## src/hdl/ran_pkg.sv

```systemverilog
// ----------------------------------------------------------------------------
// ran_pkg
// Shared types and constants for the rational add and reduce block.
// ----------------------------------------------------------------------------
`default_nettype none

package ran_pkg;

  // Width of the input fields and of the reduced sum.
  localparam int NARROW = 32;
  localparam int WIDE   = 64;

  // Trial divisors run from 2 up to this value.
  localparam int MAX_TRIAL_DIVISOR = 31;
  localparam int TRIAL_W = $clog2(MAX_TRIAL_DIVISOR + 1);

  // The divider retires this many quotient bits per cycle.
  localparam int DIV_STEPS  = 8;
  localparam int DIV_CYCLES = WIDE / DIV_STEPS;
  localparam int DIV_CNT_W  = (DIV_CYCLES > 1) ? $clog2(DIV_CYCLES) : 1;

  typedef enum logic [3:0] {
    S_IDLE,
    S_MUL_BO,
    S_MUL_OB,
    S_MUL_BD,
    S_COMB,
    S_CHECK,
    S_LAUNCH,
    S_DIV_NUM,
    S_DIV_DEN,
    S_OUT
  } state_e;

  // Request from the sequencer to the trial divider.
  typedef struct packed {
    logic               start;
    logic [TRIAL_W-1:0] divisor;
  } div_req_t;

  // Status returned by the trial divider.
  typedef struct packed {
    logic done;
    logic rem_zero;
  } div_status_t;

endpackage

`default_nettype wire

```

## src/hdl/ran_trial_div.sv

```systemverilog
// ----------------------------------------------------------------------------
// ran_trial_div
// Unsigned 64-bit by 5-bit divider, several quotient bits per cycle.
// ----------------------------------------------------------------------------
`default_nettype none

module ran_trial_div (
  input  wire logic                     clk_i,
  input  wire logic                     rst_ni,
  input  wire ran_pkg::div_req_t        req_i,
  input  wire logic [ran_pkg::WIDE-1:0] dividend_i,
  output ran_pkg::div_status_t          status_o,
  output logic [ran_pkg::WIDE-1:0]      quotient_o
);
  import ran_pkg::*;

  logic [WIDE-1:0]      quo_q, quo_d;
  logic [TRIAL_W-1:0]   rem_q, rem_d;
  logic [TRIAL_W-1:0]   div_q;
  logic [DIV_CNT_W-1:0] cnt_q;
  logic                 busy_q;
  logic                 done_q;

  // Restoring division over the next group of dividend bits.
  always_comb begin
    logic [TRIAL_W:0] trial;
    trial = '0;
    quo_d = quo_q;
    rem_d = rem_q;
    for (int i = 0; i < DIV_STEPS; i++) begin
      trial = {rem_d, quo_d[WIDE-1]};
      quo_d = {quo_d[WIDE-2:0], 1'b0};
      if (trial >= {1'b0, div_q}) begin
        rem_d    = TRIAL_W'(trial - {1'b0, div_q});
        quo_d[0] = 1'b1;
      end else begin
        rem_d = trial[TRIAL_W-1:0];
      end
    end
  end

  always_ff @(posedge clk_i or negedge rst_ni) begin
    if (!rst_ni) begin
      busy_q <= 1'b0;
      done_q <= 1'b0;
      cnt_q  <= '0;
    end else begin
      done_q <= 1'b0;
      if (req_i.start) begin
        busy_q <= 1'b1;
        cnt_q  <= '0;
      end else if (busy_q) begin
        cnt_q <= cnt_q + 1'b1;
        if (cnt_q == DIV_CNT_W'(DIV_CYCLES - 1)) begin
          busy_q <= 1'b0;
          done_q <= 1'b1;
        end
      end
    end
  end

  always_ff @(posedge clk_i) begin
    if (req_i.start) begin
      quo_q <= dividend_i;
      rem_q <= '0;
      div_q <= req_i.divisor;
    end else if (busy_q) begin
      quo_q <= quo_d;
      rem_q <= rem_d;
    end
  end

  assign quotient_o        = quo_q;
  assign status_o.done     = done_q;
  assign status_o.rem_zero = (rem_q == '0);

endmodule

`default_nettype wire

```

## src/hdl/rational_add_normalize.sv

```systemverilog
// ----------------------------------------------------------------------------
// rational_add_normalize
// Adds two sign-in-denominator fractions and reduces the sum by trial division.
// ----------------------------------------------------------------------------
// Usage: drive the four 32-bit fields and raise start_i. The item is taken at
// a rising edge where start_i is high and busy_o is low; busy_o then stays
// high until the result is shown. The result appears on sum_numerator_o and
// sum_denominator_o, marked by done_o, high for a single cycle. The receiver
// cannot stall; it must take the item in that cycle. A new item may be
// started in the cycle done_o is high.
// A zero offset numerator returns the base directly. Otherwise one shared
// 32x32 multiplier forms the three products in turn, then the sum is built
// and checked. Reduction uses one shared divider that retires 8 quotient
// bits per cycle: each divisor is tried on the numerator, and on the
// denominator too when the numerator divides. A pass tries divisors 2 to
// 31, and every common factor found restarts the pass at 2. The divider is
// the limiting unit.
// Reset clears the sequencer and the strobe; no item is in flight after it.
// ----------------------------------------------------------------------------
`default_nettype none

module rational_add_normalize (
  input  wire logic                              clk_i,
  input  wire logic                              rst_ni,
  input  wire logic                              start_i,
  output logic                                   busy_o,
  input  wire logic signed [ran_pkg::NARROW-1:0] base_numerator_i,
  input  wire logic signed [ran_pkg::NARROW-1:0] base_denominator_i,
  input  wire logic signed [ran_pkg::NARROW-1:0] offset_numerator_i,
  input  wire logic signed [ran_pkg::NARROW-1:0] offset_denominator_i,
  output logic                                   done_o,
  output logic signed [ran_pkg::WIDE-1:0]        sum_numerator_o,
  output logic signed [ran_pkg::WIDE-1:0]        sum_denominator_o
);
  import ran_pkg::*;

  state_e state_q, state_d;

  // Captured operands.
  logic signed [NARROW-1:0] bn_q, bd_q, on_q, od_q;

  // Products from the shared multiplier.
  logic signed [WIDE-1:0] p_bo_q, p_bo_d;
  logic signed [WIDE-1:0] p_ob_q, p_ob_d;
  logic signed [WIDE-1:0] p_bd_q, p_bd_d;

  // Working fraction and the current trial divisor.
  logic signed [WIDE-1:0] num_q, num_d;
  logic signed [WIDE-1:0] den_q, den_d;
  logic [WIDE-1:0]        qn_q, qn_d;
  logic [TRIAL_W-1:0]     trial_q, trial_d;

  // Result registers.
  logic                   done_q, done_d;
  logic signed [WIDE-1:0] sum_num_q, sum_num_d;
  logic signed [WIDE-1:0] sum_den_q, sum_den_d;

  // Shared multiplier.
  logic signed [NARROW-1:0] mul_a, mul_b;
  logic signed [WIDE-1:0]   mul_p;

  // Divider interface.
  div_req_t        div_req;
  div_status_t     div_status;
  logic [WIDE-1:0] div_dividend;
  logic [WIDE-1:0] div_quotient;

  // Combined sum before reduction.
  logic signed [WIDE-1:0] bn_x, bd_x, on_x, od_x;
  logic signed [WIDE-1:0] cross_sum;
  logic signed [WIDE-1:0] comb_num, comb_den;
  logic [WIDE-1:0]        num_mag, den_mag;

  logic accept;

  assign accept = start_i && (state_q == S_IDLE);

  assign mul_p = WIDE'(mul_a) * WIDE'(mul_b);

  assign bn_x = WIDE'(bn_q);
  assign bd_x = WIDE'(bd_q);
  assign on_x = WIDE'(on_q);
  assign od_x = WIDE'(od_q);

  assign cross_sum = p_bo_q + p_ob_q;

  // Magnitudes for the divider; the most negative value maps to 2^63.
  assign num_mag = num_q[WIDE-1] ? WIDE'(-num_q) : WIDE'(num_q);
  assign den_mag = den_q[WIDE-1] ? WIDE'(-den_q) : WIDE'(den_q);

  // Sign cases. Equal denominator magnitudes combine the numerators; any
  // other pair cross-multiplies, negated when the base is negative.
  always_comb begin
    logic bneg, oneg;
    bneg = bd_q[NARROW-1];
    oneg = od_q[NARROW-1];
    comb_num = bneg ? -cross_sum : cross_sum;
    comb_den = bneg ? -p_bd_q : p_bd_q;
    if (bneg == oneg) begin
      if (od_x == bd_x) begin
        comb_num = bn_x + on_x;
        comb_den = bd_x;
      end
    end else if (bneg) begin
      if (od_x == -bd_x) begin
        comb_num = bn_x - on_x;
        comb_den = bd_x;
      end
    end else begin
      if (od_x == -bd_x) begin
        comb_num = on_x - bn_x;
        comb_den = -bd_x;
      end
    end
  end

  always_comb begin
    state_d   = state_q;
    p_bo_d    = p_bo_q;
    p_ob_d    = p_ob_q;
    p_bd_d    = p_bd_q;
    num_d     = num_q;
    den_d     = den_q;
    qn_d      = qn_q;
    trial_d   = trial_q;
    done_d    = 1'b0;
    sum_num_d = sum_num_q;
    sum_den_d = sum_den_q;
    mul_a     = bn_q;
    mul_b     = od_q;
    div_req.start   = 1'b0;
    div_req.divisor = trial_q;
    div_dividend    = num_mag;

    unique case (state_q)
      S_IDLE: begin
        if (accept) begin
          // A zero offset returns the base as it stands, unreduced.
          if (offset_numerator_i == '0) begin
            num_d   = WIDE'(base_numerator_i);
            den_d   = WIDE'(base_denominator_i);
            state_d = S_OUT;
          end else begin
            state_d = S_MUL_BO;
          end
        end
      end
      S_MUL_BO: begin
        mul_a   = bn_q;
        mul_b   = od_q;
        p_bo_d  = mul_p;
        state_d = S_MUL_OB;
      end
      S_MUL_OB: begin
        mul_a   = on_q;
        mul_b   = bd_q;
        p_ob_d  = mul_p;
        state_d = S_MUL_BD;
      end
      S_MUL_BD: begin
        mul_a   = bd_q;
        mul_b   = od_q;
        p_bd_d  = mul_p;
        state_d = S_COMB;
      end
      S_COMB: begin
        num_d   = comb_num;
        den_d   = comb_den;
        trial_d = TRIAL_W'(2);
        state_d = S_CHECK;
      end
      S_CHECK: begin
        // A zero over zero sum skips the reduction.
        if (num_q == '0 && den_q == '0) begin
          state_d = S_OUT;
        end else begin
          state_d = S_LAUNCH;
        end
      end
      S_LAUNCH: begin
        div_req.start = 1'b1;
        div_dividend  = num_mag;
        state_d       = S_DIV_NUM;
      end
      S_DIV_NUM: begin
        if (div_status.done) begin
          if (div_status.rem_zero) begin
            // The numerator divides; test the denominator next.
            qn_d          = div_quotient;
            div_req.start = 1'b1;
            div_dividend  = den_mag;
            state_d       = S_DIV_DEN;
          end else if (trial_q == TRIAL_W'(MAX_TRIAL_DIVISOR)) begin
            state_d = S_OUT;
          end else begin
            trial_d = trial_q + 1'b1;
            state_d = S_LAUNCH;
          end
        end
      end
      S_DIV_DEN: begin
        if (div_status.done) begin
          if (div_status.rem_zero) begin
            // Common factor: divide both and restart the trial at two.
            num_d   = num_q[WIDE-1] ? -$signed(qn_q) : $signed(qn_q);
            den_d   = den_q[WIDE-1] ? -$signed(div_quotient) : $signed(div_quotient);
            trial_d = TRIAL_W'(2);
            state_d = S_LAUNCH;
          end else if (trial_q == TRIAL_W'(MAX_TRIAL_DIVISOR)) begin
            state_d = S_OUT;
          end else begin
            trial_d = trial_q + 1'b1;
            state_d = S_LAUNCH;
          end
        end
      end
      S_OUT: begin
        done_d    = 1'b1;
        sum_num_d = num_q;
        sum_den_d = den_q;
        state_d   = S_IDLE;
      end
      default: begin
        state_d = S_IDLE;
      end
    endcase
  end

  always_ff @(posedge clk_i or negedge rst_ni) begin
    if (!rst_ni) begin
      state_q <= S_IDLE;
      done_q  <= 1'b0;
    end else begin
      state_q <= state_d;
      done_q  <= done_d;
    end
  end

  always_ff @(posedge clk_i) begin
    if (accept) begin
      bn_q <= base_numerator_i;
      bd_q <= base_denominator_i;
      on_q <= offset_numerator_i;
      od_q <= offset_denominator_i;
    end
    p_bo_q    <= p_bo_d;
    p_ob_q    <= p_ob_d;
    p_bd_q    <= p_bd_d;
    num_q     <= num_d;
    den_q     <= den_d;
    qn_q      <= qn_d;
    trial_q   <= trial_d;
    sum_num_q <= sum_num_d;
    sum_den_q <= sum_den_d;
  end

  ran_trial_div u_div (
    .clk_i      (clk_i),
    .rst_ni     (rst_ni),
    .req_i      (div_req),
    .dividend_i (div_dividend),
    .status_o   (div_status),
    .quotient_o (div_quotient)
  );

  assign busy_o            = (state_q != S_IDLE);
  assign done_o            = done_q;
  assign sum_numerator_o   = sum_num_q;
  assign sum_denominator_o = sum_den_q;

endmodule

`default_nettype wire

```

## config.mk

```make
export PLATFORM = sky130hd
export DESIGN_NAME = rational_add_normalize
export DESIGN_NICKNAME = d
export VERILOG_FILES = /design/src/hdl/ran_pkg.sv /design/src/hdl/ran_trial_div.sv /design/src/hdl/rational_add_normalize.sv
export SDC_FILE = /design/constraint.sdc
export NUM_CORES = 2
export LEC_CHECK = 0
export BUFFER_PORTS_ARGS = -buffer_cell sky130_fd_sc_hd__buf_2
export CELL_PAD_IN_SITES_DETAIL_PLACEMENT = 1
export CELL_PAD_IN_SITES_GLOBAL_PLACEMENT = 1
export CORE_MARGIN = 1
export CORE_UTILIZATION = 46
export DETAILED_ROUTE_END_ITERATION = 16
export PLACE_DENSITY = 0.8
export SLEW_MARGIN = 20
export SYNTH_ARGS = -nofsm -noshare
export SYNTH_HDL_FRONTEND = slang
export SYNTH_SLANG_ARGS = --single-unit
export TNS_END_PERCENT = 20
```

## constraint.sdc

```tcl
create_clock -name clk_i -period 14.4 [get_ports clk_i]
set_clock_uncertainty 0.1 [all_clocks]
set_input_delay 1.44 -clock clk_i [delete_from_list [all_inputs] [get_ports clk_i]]
set_output_delay 1.44 -clock clk_i [all_outputs]
set_load 0.03 [all_outputs]
```

### Word-level counts from Yosys, hierarchy flattened

Cells that the tools add are included.

| word-level totals | value |
|---|---|
| input bits | 131 |
| output and inout bits | 130 |
| register bits after elaboration | 729 |
| word-level logic and storage cells | 162 |

| cells by class | value |
|---|---|
| add/sub/neg operators | 21 |
| $lt $le $gt $ge | 8 |
| muxes and demuxes | 76 |
| multipliers | 1 |
| reductions and logical operators | 15 |
| equal/unequal tests | 20 |

Operator list:

| operator | count |
|---|---|
| $mux 64 | 29 |
| $neg 64->64 | 6 |
| $pmux 64 s3 | 2 |
| $logic_not 64->1 | 2 |
| $sub 32x32->33 | 2 |
| $mux 5 | 13 |
| $add 64x64->64 | 1 |
| $eq 32x64->1 | 1 |
| $mul 32x32->64 | 1 |
| $neg 32->64 | 1 |
| $pmux 32 s2 | 1 |
| $ge 6x5->1 | 8 |
| $sub 5x5->5 | 8 |
| $pmux 4 s9 | 1 |
| $add 32x32->33 | 1 |
| $eq 32x32->1 | 1 |
| $logic_not 32->1 | 1 |
| $mux 32 | 1 |
| $mux 4 | 8 |
| $mux 1 | 17 |
| $eq 4x3->1 const B | 4 |
| $pmux 5 s3 | 1 |
| $eq 4x2->1 const B | 2 |
| $eq 4x4->1 const B | 2 |
| other kinds (19) | 27 |

### Longest topological paths before layout

| depth | value |
|---|---|
| depth after elaboration | 18 |
| depth in mapped cells | 70 |
| gate-level depth less buffers | 69 |

### Cells and area by module

Synthesis repeated with hierarchy kept, for this count alone.

| unflattened totals | value |
|---|---|
| cells, all modules | 8,734 |
| area total of the unflattened synthesis | 84,168.2 µm² |

Modules (own cells, without submodules):

| module | area each (µm²) | cells each | sequential area each (µm²) | times used |
|---|---|---|---|---|
| rational_add_normalize | 78,582.9 | 8,259 | 19,493.7 | 1 |
| ran_trial_div | 5,585.4 | 475 | 2,297.2 | 1 |

### Worst setup path after synthesis

Ideal clock, no wire load.

| timing path | value |
|---|---|
| kind | register to register |
| start point | register u_div.div_q[1] |
| end point | register u_div.rem_q[2] |
| period minus slack after synthesis | 13.472 ns |
| path buffers | 1 |
| required time | 14.184 ns |
| path slack | 0.928 ns |
| setup time | 0.116 ns |
| cell stages (with the launch flop) | 65 |
| arrival | 13.255 ns |
| path through | edfxtp_1 > inv_1 > fa_1 > a211o_1 > and3_1 > nor2_1 > mux2_2 > fa_1 > nand2b_1 > a21oi_1 > o22a_1 > nor2_1 > mux2_2 > fa_1 > nand2b_1 > a21oi_1 > a41o_1 > a21o_1 > (+29 left out) > ha_1 > nor2b_1 > o21ai_0 > nand2b_1 > a41o_1 > a21oi_1 > nand2_1 > mux2_2 > nor2_1 > a21oi_1 > fa_1 > a21o_1 > a21oi_1 > nand2_1 > a21oi_1 > nand2_1 > mux2i_1 > a31o_2 |

| on the way | value |
|---|---|
| word-level cells in the longest chain between the ends | 16 |
| elaborated cells on any way between the ends | 24 |
| those cells by class | add/sub (8); order compare (8); mux (8) |

RTL lines:

| item | line | text |
|---|---|---|
| start: declaration | ran_trial_div.sv:19 | `logic [TRIAL_W-1:0] div_q;` |
| start signal: assignment | ran_trial_div.sv:66 | `div_q <= req_i.divisor;` |
| $sub 5x5->5 or $ge 6x5->1 (tied branches) | ran_trial_div.sv:34, ran_trial_div.sv:33 |  |
| $mux 5 | ran_trial_div.sv:33 | `if (trial >= {1'b0, div_q}) begin` |
| $sub 5x5->5 or $ge 6x5->1 (tied branches) | ran_trial_div.sv:34, ran_trial_div.sv:33 |  |
| $mux 5 | ran_trial_div.sv:33 |  |
| $sub 5x5->5 or $ge 6x5->1 (tied branches) | ran_trial_div.sv:34, ran_trial_div.sv:33 |  |
| $mux 5 | ran_trial_div.sv:33 |  |
| $sub 5x5->5 or $ge 6x5->1 (tied branches) | ran_trial_div.sv:34, ran_trial_div.sv:33 |  |
| $mux 5 | ran_trial_div.sv:33 |  |
| $ge 6x5->1 or $sub 5x5->5 (tied branches) | ran_trial_div.sv:33, ran_trial_div.sv:34 |  |
| $mux 5 | ran_trial_div.sv:33 |  |
| $sub 5x5->5 or $ge 6x5->1 (tied branches) | ran_trial_div.sv:34, ran_trial_div.sv:33 |  |
| $mux 5 | ran_trial_div.sv:33 |  |
| $ge 6x5->1 or $sub 5x5->5 (tied branches) | ran_trial_div.sv:33, ran_trial_div.sv:34 |  |
| $mux 5 | ran_trial_div.sv:33 |  |
| $sub 5x5->5 or $ge 6x5->1 (tied branches) | ran_trial_div.sv:34, ran_trial_div.sv:33 |  |
| $mux 5 * | ran_trial_div.sv:33 |  |
| end signal: assignment | ran_trial_div.sv:69 | `rem_q <= rem_d;` |
| end: declaration | ran_trial_div.sv:18 | `logic [TRIAL_W-1:0] rem_q, rem_d;` |

Mark *: on every way between the ends. The rest lies on a longest branch, timed or not.
A chain may end at the register's enable or synchronous reset.

### Final worst setup path

| timing path | value |
|---|---|
| start point | register u_div.quo_q[63], in the netlist u_div.quotient_o[63] |
| end point | register u_div.rem_q[2] |

| on the way | value |
|---|---|
| word-level cells in the longest chain between the ends | 16 |
| elaborated cells on any way between the ends | 24 |
| those cells by class | add/sub (8); order compare (8); mux (8) |

RTL lines:

| item | line | text |
|---|---|---|
| start: declaration | ran_trial_div.sv:17 | `logic [WIDE-1:0] quo_q, quo_d;` |
| start signal: assignment | ran_trial_div.sv:64 | `quo_q <= dividend_i;` |
| start signal: assignment | ran_trial_div.sv:68 | `quo_q <= quo_d;` |
| $sub 5x5->5 or $ge 6x5->1 (tied branches) | ran_trial_div.sv:34, ran_trial_div.sv:33 |  |
| $mux 5 * | ran_trial_div.sv:33 |  |
| $sub 5x5->5 or $ge 6x5->1 (tied branches) | ran_trial_div.sv:34, ran_trial_div.sv:33 |  |
| $mux 5 * | ran_trial_div.sv:33 |  |
| $sub 5x5->5 or $ge 6x5->1 (tied branches) | ran_trial_div.sv:34, ran_trial_div.sv:33 |  |
| $mux 5 * | ran_trial_div.sv:33 |  |
| $sub 5x5->5 or $ge 6x5->1 (tied branches) | ran_trial_div.sv:34, ran_trial_div.sv:33 |  |
| $mux 5 * | ran_trial_div.sv:33 |  |
| $sub 5x5->5 or $ge 6x5->1 (tied branches) | ran_trial_div.sv:34, ran_trial_div.sv:33 |  |
| $mux 5 * | ran_trial_div.sv:33 |  |
| $ge 6x5->1 or $sub 5x5->5 (tied branches) | ran_trial_div.sv:33, ran_trial_div.sv:34 |  |
| $mux 5 * | ran_trial_div.sv:33 |  |
| $sub 5x5->5 or $ge 6x5->1 (tied branches) | ran_trial_div.sv:34, ran_trial_div.sv:33 |  |
| $mux 5 * | ran_trial_div.sv:33 |  |
| $sub 5x5->5 or $ge 6x5->1 (tied branches) | ran_trial_div.sv:34, ran_trial_div.sv:33 |  |
| $mux 5 * | ran_trial_div.sv:33 |  |

Marks and branches as above.

==> metrics list <==
* Initial core utilization: 46.3%
- The run finished with clean final reports.
- Aggregate negative setup slack: 0 ns
- Via density: about 6.2
- The worst pin sits at a relative slew slack of between 10% and 20%.
- Sum of net half-perimeters after detailed placement: about 280000 µm
- Setup violations remaining at the end of the flow were counted as 0.
* Fmax: approximately 0.073 GHz
- Post-Place Cell Area: ~0.09 mm²
* Clock tree from TritonCTS: done
- IO Pins: between 200 and 300
- Proportion of layout cells with a drive suffix above 1: about 8.5%
* Number of different library cells in the post-synthesis netlist: 105
- Clock network latency to the later pin of the worst-skew pair: about 0.7 ns
- Number of cells on the worst hold path: 0
- The synthesized netlist occupies a cell area of about 0.085 mm².
- In this run, CTS created clock tree buffers numbering 79.
* Number of hold-slack violations in the final timing report: 0
* Initial DRT Pass Iterations: 6
- Pin count of the biggest net entering global routing: 84
* Total length of routed wires: between 300000 and 400000 µm
- Clock tree synthesis found a total of ~730 sinks.
- Total of flip-flops plus latches after synthesis: about 730
- Summed over all instances, the cell type with the most area after synthesis is sky130_fd_sc_hd__fa_1.
- Number of cells on the worst reg-to-reg path: 69
- Input/output buffers: 260
- Required time at the worst-slack endpoint: roughly 15 ns
* Least-Margin Pin Slew: 1.22 ns
- Endpoint arrival time on the critical path: around 14 ns
* Fraction of the core area covered by cells at the end of the flow: 50.2%
- The initial antenna violation count was 17.
* Routed wire per std cell: between 30 and 40 µm
* Largest fanout of any net on the critical path: 5
- Max Cap Violations: 0
- Number of enable flip-flop cells after synthesis: just over 700
- Across every metal layer, demand over resource in global routing totals a little under two fifths.
* Library cell used as clock root buffer: sky130_fd_sc_hd__clkbuf_16
- Final non-filler cell total: ~12k
- Category of the worst setup path launch point: flip-flop
- Horizontal die dimension: ~430 µm
* Slowest stage delay, CP: 0.43 ns
- Register-to-register setup slack: roughly 0.73 ns
- The path class of the tightest hold or removal check is reg -> reg.
- Area of all placed cells without fillers: between 0.09 and 0.1 mm²
* Die extent in y: 431 µm
* Count of nets after finishing: 10.7k
* Biggest area contributors in the synthesized netlist: sky130_fd_sc_hd__fa_1 26%, sky130_fd_sc_hd__edfxtp_1 25%, sky130_fd_sc_hd__inv_1 5.9%
- First-pass GRT wire length: 516000 µm
- Number of instances in the synthesized netlist: 9024
- Including well taps, the total number of placed cells is between 10k and 15k.
- CP most frequent cell: sky130_fd_sc_hd__nand2_1
* Kind of end point of the critical path: flip-flop
- Endpoint of the lowest-slack register-to-register path: u_div.rem_q[2]
- Violation count after the first detailed-routing iteration: ~7.5k
- Launch instance of the worst min-delay path: u_div.quotient_o[63]
* Core outline area: 0.183 mm²
* Worst flop-to-flop path startpoint: u_div.quotient_o[63]
- Number of global-route vias before repair: around 77k
- After synthesis, the share of flip-flops with an asynchronous set or reset is about 1.4%.
- Clock-pin slew was measured on the worst setup and hold paths at ~0.060 ns.
- The worst hold path terminates at qn_q[63].
- The final critical path takes up between 90 and 100% of the cycle.
* Dominant register cell in the synthesized netlist: sky130_fd_sc_hd__edfxtp_1
* Fraction of synthesized cell area taken by the top area cell type: between 20% and 30%
- The total count of max-transition violations in the final report was 0.
- The total overflow left after global routing is 0.
- Number of standard-cell rows in the floorplan: about 160
- Level count of the clock H-tree: 3
- Longest Clk Path Bufs: 3
- Weighted congestion at the end of routability-driven global placement: roughly 1.0
- Overall die area: 0.186 mm²
* Number of vias in the routed layout: just over 70k
- After layout, the minimum clock period comes to 13.67 ns.
- Most frequent cell after synthesis: sky130_fd_sc_hd__inv_1
* Sequential cell area fraction in the yosys report: between 20% and 30%
- Setup repair after global routing left no endpoint under its margin.
- For this run, the number of Yosys warnings is 0.
* Syn nets: ~11k
- From synthesis to final layout, the design area changed by 8.54%.
- Number of nets with antenna violations after detailed routing: 0
* Critical path class: reg -> reg
- Avg Cell Area, Syn: 9.39 µm²
- DRC viols: 0
- List of most frequent post-synthesis cells: 1343 x sky130_fd_sc_hd__inv_1, 1212 x sky130_fd_sc_hd__nand2_1, 1094 x sky130_fd_sc_hd__fa_1
* Standard cell with the maximum stage delay on the critical path: sky130_fd_sc_hd__fa_1
## routing by layer
metal  track usage, %  wire length (µm)  up-vias
li1                 -                 -    30200
met1             48.1            135000    37500
met2             60.5            163000     3921
met3             6.75             32400      968
met4             22.3             24200       12
met5                0                94        -
## cell families after synthesis
group                      Yosys count  synth area share, %
AOI/OAI and AO/OA                 1760                 13.6
xor gates and xnor gates           609                 6.29
adders and majority gates         1488                 31.7
buffers and inverters             1791                 7.97
DFF                                729                 25.7
muxes                              112                 1.37
and+or+nand+nor                   2535                 13.4
## how the worst max path moves through the flow
stage | slack, ns | from | endpoint | cells after the start
after floorplan | 0.93 | u_div.div_q[1] | u_div.rem_q[2] | 64
after global placement | 0.31 | u_div.quotient_o[63] | u_div.rem_q[2] | 69
after detailed placement | 0.25 | u_div.quotient_o[63] | u_div.rem_q[2] | 69
after CTS | 0.17 | u_div.quotient_o[63] | u_div.rem_q[2] | 67
after global routing | 0.02 | u_div.quotient_o[63] | u_div.rem_q[4] | 70
final | 0.73 | u_div.quotient_o[63] | u_div.rem_q[2] | 69
## critical path, delay by kind of cell (launching register included)
| kind | cells | cell delay, ns |
|---|---|---|
| AOI/OAI and AO/OA | 25 | 4.50 |
| muxes | 5 | 1.46 |
| DFF | 1 | 0.40 |
| and+or+nand+nor | 23 | 3.26 |
| adders and majority gates | 9 | 2.92 |
| buffers and inverters | 7 | 0.93 |
## per-stage QoR
step                      hold slack [ns]  setup slack, ns
after floorplan                     0.326            0.928
after global placement              0.340            0.312
after detailed placement            0.339            0.247
after CTS                           0.360            0.174
after global routing                0.388           0.0173
final                               0.385            0.730
## what timing repair did
item	in CTS	in global routing
hold buffers	0	0
buffers inserted	0	2
resized for setup	0	18
setup endpoints to repair	0	6
## layout by cell type (no fill, tap or decap), types with 51 or more instances in the layout
cell                        count
sky130_fd_sc_hd__a211oi_1      61
sky130_fd_sc_hd__a21o_1       141
sky130_fd_sc_hd__a21oi_1      359
sky130_fd_sc_hd__buf_2        260
sky130_fd_sc_hd__buf_4        204
sky130_fd_sc_hd__clkbuf_16     79
sky130_fd_sc_hd__edfxtp_1     714
sky130_fd_sc_hd__fa_1        1094
sky130_fd_sc_hd__ha_1         393
sky130_fd_sc_hd__inv_1       1339
sky130_fd_sc_hd__mux2i_1       80
sky130_fd_sc_hd__nand2_1     1208
sky130_fd_sc_hd__nand2b_1      61
sky130_fd_sc_hd__nand3_1       74
sky130_fd_sc_hd__nand4_1       51
sky130_fd_sc_hd__nor2_1       625
sky130_fd_sc_hd__nor3_1        85
sky130_fd_sc_hd__o211ai_1     107
sky130_fd_sc_hd__o21ai_0      431
sky130_fd_sc_hd__o31ai_1      118
sky130_fd_sc_hd__o41ai_1       52
sky130_fd_sc_hd__or3_1         82
sky130_fd_sc_hd__or4_1         64
sky130_fd_sc_hd__xnor2_1      355
sky130_fd_sc_hd__xor2_1       254
## cell type report
cell class,instances,area (µm²)
multi-input combinational,6504,56600
tap,2464,3080
antenna,6,15.0
clock inverter,49,557
inverter,1346,5050
sequential,729,21800
timing repair buffer,465,2850
fill,20800,91100
clock buffer,92,2030
Power is not shown: default switching activity piles up to over one toggle a cycle in this logic, so the estimate is an artifact.
